<file path="src/rtl/core/ncdf_pkg.sv">
`timescale 1ns / 1ps
// ----------------------------------------------------------------------------
// ncdf_pkg
// Shared constants and types for the normal CDF approximation pipeline.
// ----------------------------------------------------------------------------
package ncdf_pkg;

    localparam int FRAC_BITS_DEF = 16;

    // internal fraction bits (Q30 datapath)
    localparam int WB = 30;

    typedef logic [30:0]        qval_t;   // unsigned Q30, 0 .. 1.0
    typedef logic [28:0]        pdf_t;    // density, always below 0.5
    typedef logic signed [33:0] poly_t;   // Horner partial sum

    localparam qval_t Q_ONE = 31'h4000_0000;
    localparam longint unsigned Q_HALF = 64'd1 << (WB - 1);

    localparam logic [27:0]        C_GAMMA        = 28'd248723596;
    localparam logic signed [31:0] C_A1           = 32'sd342933307;
    localparam logic signed [31:0] C_A2           = -32'sd382857446;
    localparam logic signed [31:0] C_A3           = 32'sd1912847369;
    localparam logic signed [31:0] C_A4           = -32'sd1955558716;
    localparam logic signed [31:0] C_A5           = 32'sd1428371292;
    localparam logic [28:0]        C_INV_SQRT_2PI = 29'd428361012;
    localparam logic [28:0]        C_EXP_M1       = 29'd395007542;

    // floor(v/6) == (v*43)>>8 for v in 0..64
    localparam logic [5:0] RECIP6 = 6'd43;

    localparam int SQ_STEPS   = 8;        // squarings of the seed
    localparam int EXP_STEPS  = 32;       // max integer part of x*x/2
    localparam int DIV_STEPS  = WB + 1;   // quotient bits of the reciprocal
    localparam int POLY_STEPS = 5;
    localparam int EXP_LAT    = 2 + SQ_STEPS + EXP_STEPS + 1;
    localparam int POLY_DLY   = EXP_LAT - DIV_STEPS - POLY_STEPS;

    localparam logic signed [31:0] POLY_ADD [POLY_STEPS] =
        '{C_A4, C_A3, C_A2, C_A1, 32'sd0};

endpackage

</file>
<file path="src/rtl/core/ncdf_div.sv">
`timescale 1ns / 1ps
// ----------------------------------------------------------------------------
// ncdf_div
// Pipelined restoring divider: quo = (2^60 + dvs/2) / dvs, one bit per stage.
// ----------------------------------------------------------------------------
module ncdf_div (
    input  logic          clk,
    input  logic          en,
    input  logic [31:0]   dvs,
    output ncdf_pkg::qval_t quo
);
    import ncdf_pkg::*;

    logic [31:0] rem_reg [DIV_STEPS];
    logic [31:0] d_reg   [DIV_STEPS];
    logic [30:0] q_reg   [DIV_STEPS];

    logic [31:0] rem_src [DIV_STEPS];
    logic [31:0] d_src   [DIV_STEPS];
    logic [30:0] q_src   [DIV_STEPS];

    genvar i;
    generate
        for (i = 0; i < DIV_STEPS; i++)
        begin : g_step
            logic [32:0] trial;
            logic        ge;
            logic [31:0] rem_next;
            logic [30:0] q_next;

            if (i == 0)
            begin : g_first
                // upper dividend bits reduce to 2^29, always below the divisor
                assign rem_src[i] = 32'h2000_0000;
                assign d_src[i]   = dvs;
                assign q_src[i]   = '0;
            end
            else
            begin : g_rest
                assign rem_src[i] = rem_reg[i-1];
                assign d_src[i]   = d_reg[i-1];
                assign q_src[i]   = q_reg[i-1];
            end

            // low dividend bits are dvs/2
            always_comb
            begin
                trial    = {rem_src[i], d_src[i][DIV_STEPS - i]};
                ge       = trial >= {1'b0, d_src[i]};
                rem_next = ge ? 32'(trial - {1'b0, d_src[i]}) : trial[31:0];
                q_next   = {q_src[i][29:0], ge};
            end

            always_ff @(posedge clk)
            begin
                if (en)
                begin
                    rem_reg[i] <= rem_next;
                    d_reg[i]   <= d_src[i];
                    q_reg[i]   <= q_next;
                end
            end
        end
    endgenerate

    assign quo = q_reg[DIV_STEPS-1];

endmodule

</file>
<file path="config.mk">
export PLATFORM = sky130hd
export DESIGN_NAME = ncdf_div
export DESIGN_NICKNAME = d
export VERILOG_FILES = /design/src/rtl/core/ncdf_pkg.sv /design/src/rtl/core/ncdf_div.sv
export SDC_FILE = /design/constraint.sdc
export NUM_CORES = 2
export LEC_CHECK = 0
export BUFFER_PORTS_ARGS = -buffer_cell sky130_fd_sc_hd__buf_2
export CAP_MARGIN = 30
export CELL_PAD_IN_SITES_DETAIL_PLACEMENT = 0
export CELL_PAD_IN_SITES_GLOBAL_PLACEMENT = 1
export CORE_MARGIN = 4
export CORE_UTILIZATION = 45
export CTS_BUF_LIST = sky130_fd_sc_hd__clkbuf_8
export DETAILED_ROUTE_END_ITERATION = 10
export MAX_ROUTING_LAYER = met4
export PLACE_DENSITY_LB_ADDON = 0.1
export SLEW_MARGIN = 20
export SYNTH_ARGS = -nofsm -noshare
export SYNTH_HDL_FRONTEND = slang
export SYNTH_SLANG_ARGS = --single-unit
</file>
<file path="constraint.sdc">
create_clock -name clk -period 5 [get_ports clk]
set_input_delay 1 -clock clk [delete_from_list [all_inputs] [get_ports clk]]
set_output_delay 1 -clock clk [all_outputs]
set_load 0.03 [all_outputs]
</file>
-- After elaboration in Yosys (flattened, before gate mapping)
Memory sizes are Yosys's and may differ from the RTL's.
Index checks and enable logic that the tools add are counted.
W data, S select, Z words.
- $add $sub $neg: 31
- magnitude comparators: 31
- multiplexer cells: 33
- operator list (operator ; count):
    $mux W32 ; 31
    $ge A33 B32 Y1 ; 30
    $sub A32 B32 Y32 ; 30
    $ge A31 B32 Y1 ; 1
    $sub A31 B32 Y32 ; 1
    $mux W1 ; 2
- register bits after elaboration: 0
- RAM bits: 2945
- output and inout port bits: 31
- word-level logic and storage cells: 98
- memories: 3
- memory list (memory ; depth ; width ; read ports ; clocked after Yosys merged registers in ; wr ports ; RTL line ; source):
    d_reg ; 31 ; 32 ; 30 ; 0 ; 31 ; ncdf_div.sv:15 ; logic [31:0] d_reg [DIV_STEPS];
    rem_reg ; 31 ; 32 ; 30 ; 0 ; 31 ; ncdf_div.sv:14 ; logic [31:0] rem_reg [DIV_STEPS];
    q_reg ; 31 ; 31 ; 31 ; 0 ; 31 ; ncdf_div.sv:16 ; logic [30:0] q_reg [DIV_STEPS];

-- Depth between registers and ports, before layout
An unclocked memory read counts as a cell.
- word-level depth: 3
- gate-level depth with buffers: 16

-- Worst setup path before layout
OpenSTA, ideal clock, no wires.
- kind: reg2reg
- from: memory d_reg[14][1] (netlist: d_reg[7][1])
- to: memory rem_reg[15][26] (netlist: rem_reg[7][58]) (data pin)
- arrival time: 3202 ps
- required time: 4740 ps
- setup slack: 1538 ps
- cell stages (with the launch flop): 15
- buffers on the path: 2
- cell sequence: edfxtp_1 > inv_1 > ha_1 > nor2b_1 > o31a_1 > nor3_1 > o21bai_1 > a311o_1 > a311oi_1 > o211ai_1 > a21boi_0 > o21a_1 > buf_2 > buf_2 > mux2_2
- RTL lines (item ; RTL line):
    start, declared ; ncdf_div.sv:15
    end, declared ; ncdf_div.sv:14

==> qor.csv <==
metric,value,unit
status,finished clean,
CP Launch Type,register,
Worst EP required,5.80,ns
Syn Std Cell Area,136100,um^2
P&R area growth vs syn,10.18,%
min Tclk post-route,4.399,ns
Worst Skew,0.05912,ns
VDD IR-drop max,0.0003660,V
Max Clk Rate,227.3,MHz
Die Ht,557.9,um
Starting Density,45.27,%
critical path arrival,5.20,ns
final net count,13360,
H-Tree Depth,5,
crit path max fanout,33,
hold crit path type,in -> reg,
"Warnings, synthesis",0,
layout cell share with drive strength beyond 1,9.922,%
clock sinks,2416,
final setup fails,0,
syn nets,13070,
DRC,0,
MaxCap Viol Count,0,
CTS Buf Count,419,
number of distinct library cells after synthesis,101,
Post-synth EDFFs,2416,
ANT nets after route,0,
antenna violations before repair,9,
CTS tree,done,
DRT iter0 DRCs,7084,
Hold WS,0.1618,ns
Rel. slew slack,32.96,%
Placed Cells,15860,
DR vias,92370,
synthesis-stage register bit count,2416,
Slew Limit Fails,0,
final wirelength,363100,um
Fin. Hold Viols,0,
number of core rows,201,
worst skew pair latency,1.08,ns
setup_tns,0,ns
post-route worst setup slack,0.6008,ns
port bufs,64,
final global-route overflow total,0,
Lkg Pwr,61.21,nW
main flop type after synthesis,edfxtp_1,
first-pass detailed-route iteration total,6,
clock tree buffer depth,4,
Vias/cell,5.550,
first-pass GRT wire length,550400,um
Reg area,72550,um^2
R2R Setup Slk,0.60,ns
kind of critical path,reg -> reg,
Async SR Flop Fraction,0,%
RSZ-0062 raised after global routing,false,
post-placement cell area,141500,um^2
Post-Route Utilization,49.88,%
worst slew pin tran,0.9980,ns
design area,149900,um^2
Core Region,300500,um^2
die area,311200,um^2
Final Power,100.3,mW
Tot GR Track Use,23.46,%
wire per inst,21.82,um
Placement Setup Slack,0.7183,ns
sequential area share after synthesis,53.32,%
I/O pin count,65,
fin cells,16640,
"commonest non-fill, non-tap cell in the layout",edfxtp_1,
register clock-pin slew on the reported worst setup and hold paths,0.06,ns
Final Cycle Share,87.98,%
Die W,557.9,um
Syn Inst Count,12050,
Avg Synthesized Cell Area,11.30,um^2
GPL Wtd Cong,0.9227,
Post-DP HPWL,276900,um
Worst setup EP type,register,
setup repair bufs after CTS,0,
fillers,26980,
most frequent cells in the layout,"2,416 x edfxtp_1, 1,279 x inv_1, 967 x nand2_1, 962 x ha_1, 872 x a21oi_1",
clk root buf,clkbuf_8,
pwr dens,669.1,nW/um^2
area taken by multi-input logic gates,57860,um^2
largest net degree at the start of global routing,119,
vias in the first global route,90190,
[cell usage after synthesis, drive strengths merged, types with 79 or more instances]
master / number / area (um^2)
nand3: 169 / 845.8
nand4: 194 / 1214
a21oi: 878 / 4402
nand2: 969 / 3642
ha: 962 / 12040
xor2: 333 / 2917
xnor2: 450 / 3941
o31ai: 79 / 608.1
nand2b: 98 / 613.1
nor2b: 147 / 927.1
nor2: 594 / 2230
nor3: 142 / 710.7
o21bai: 129 / 968.4
a21o: 524 / 3934
and3: 98 / 613.1
o21a: 165 / 1239
inv: 1177 / 4418
clkbuf: 265 / 998.5
a211oi: 93 / 703.2
a31oi: 95 / 600.6
mux2: 421 / 4741
edfxtp: 2416 / 72550
o21ai: 824 / 4124
[cells by family (layout without fill, tap and decap cells)]
family | Yosys count | in the layout | share of synthesized area (%)
AOI/OAI and AO/OA | 3211 | 3211 | 14.96
xor gates and xnor gates | 783 | 783 | 5.040
and+or+nand+nor | 2661 | 2661 | 9.260
adders and majority gates | 991 | 991 | 9.273
buffers and inverters | 1511 | 2145 | 4.281
DFF | 2416 | 2416 | 53.32
other | 0 | 7 | 0
muxes | 472 | 472 | 3.860
[report_power, final]
group / switching (mW) / internal (mW)
clock network: 8.52 / 9.64
logic: 27.2 / 20.5
registers: 4.16 / 30.3
[metal layers]
metal	track usage [%]	up-vias	routed length, um
met4	5.589	0	9071
met5	-	-	0
met2	38.83	2083	175600
met3	2.841	518	15750
li1	-	45060	-
met1	30.89	44710	162700
[worst paths after layout]
path | from | to | depth (start not counted)
setup / recovery | d_reg[1][1] | rem_reg[1][35] | 13
hold / removal | dvs[29] | d_reg[0][29] | 1
setup reg to reg | d_reg[1][1] | rem_reg[1][35] | 13
hold reg to reg | q_reg[12][39] | q_reg[13][9] | 0
[cell type report]
class                   count  share of cell area, %
flip-flops and latches   2416                  48.40
multi-input cells        8118                  38.60
clock buffers             420                  3.856
well taps                3958                  3.304
inverters                1177                  2.947
clock inverters           349                  1.694
repair buffers            199                  1.192
diodes                      7                0.01168
[worst max-delay path, stage by stage, from the launching register on]
cell      delay (ns)
edfxtp_1        0.42
inv_1           0.08
ha_1            0.23
nor2b_1         0.14
o31ai_1         0.42
a21oi_1         0.22
o21ai_0         0.42
o21ai_1         0.27
o21ai_1         0.41
o31a_1          0.23
nand2_1         0.10
a311oi_4        0.29
buf_4           0.45
mux2_2          0.39
[repair_timing]
item                      4_1_cts  5_1_grt
hold buffers                    5        0
gates resized for setup         0        0
hold endpoints to repair        5        0
Note: power is estimated with default switching activity, not from simulation.
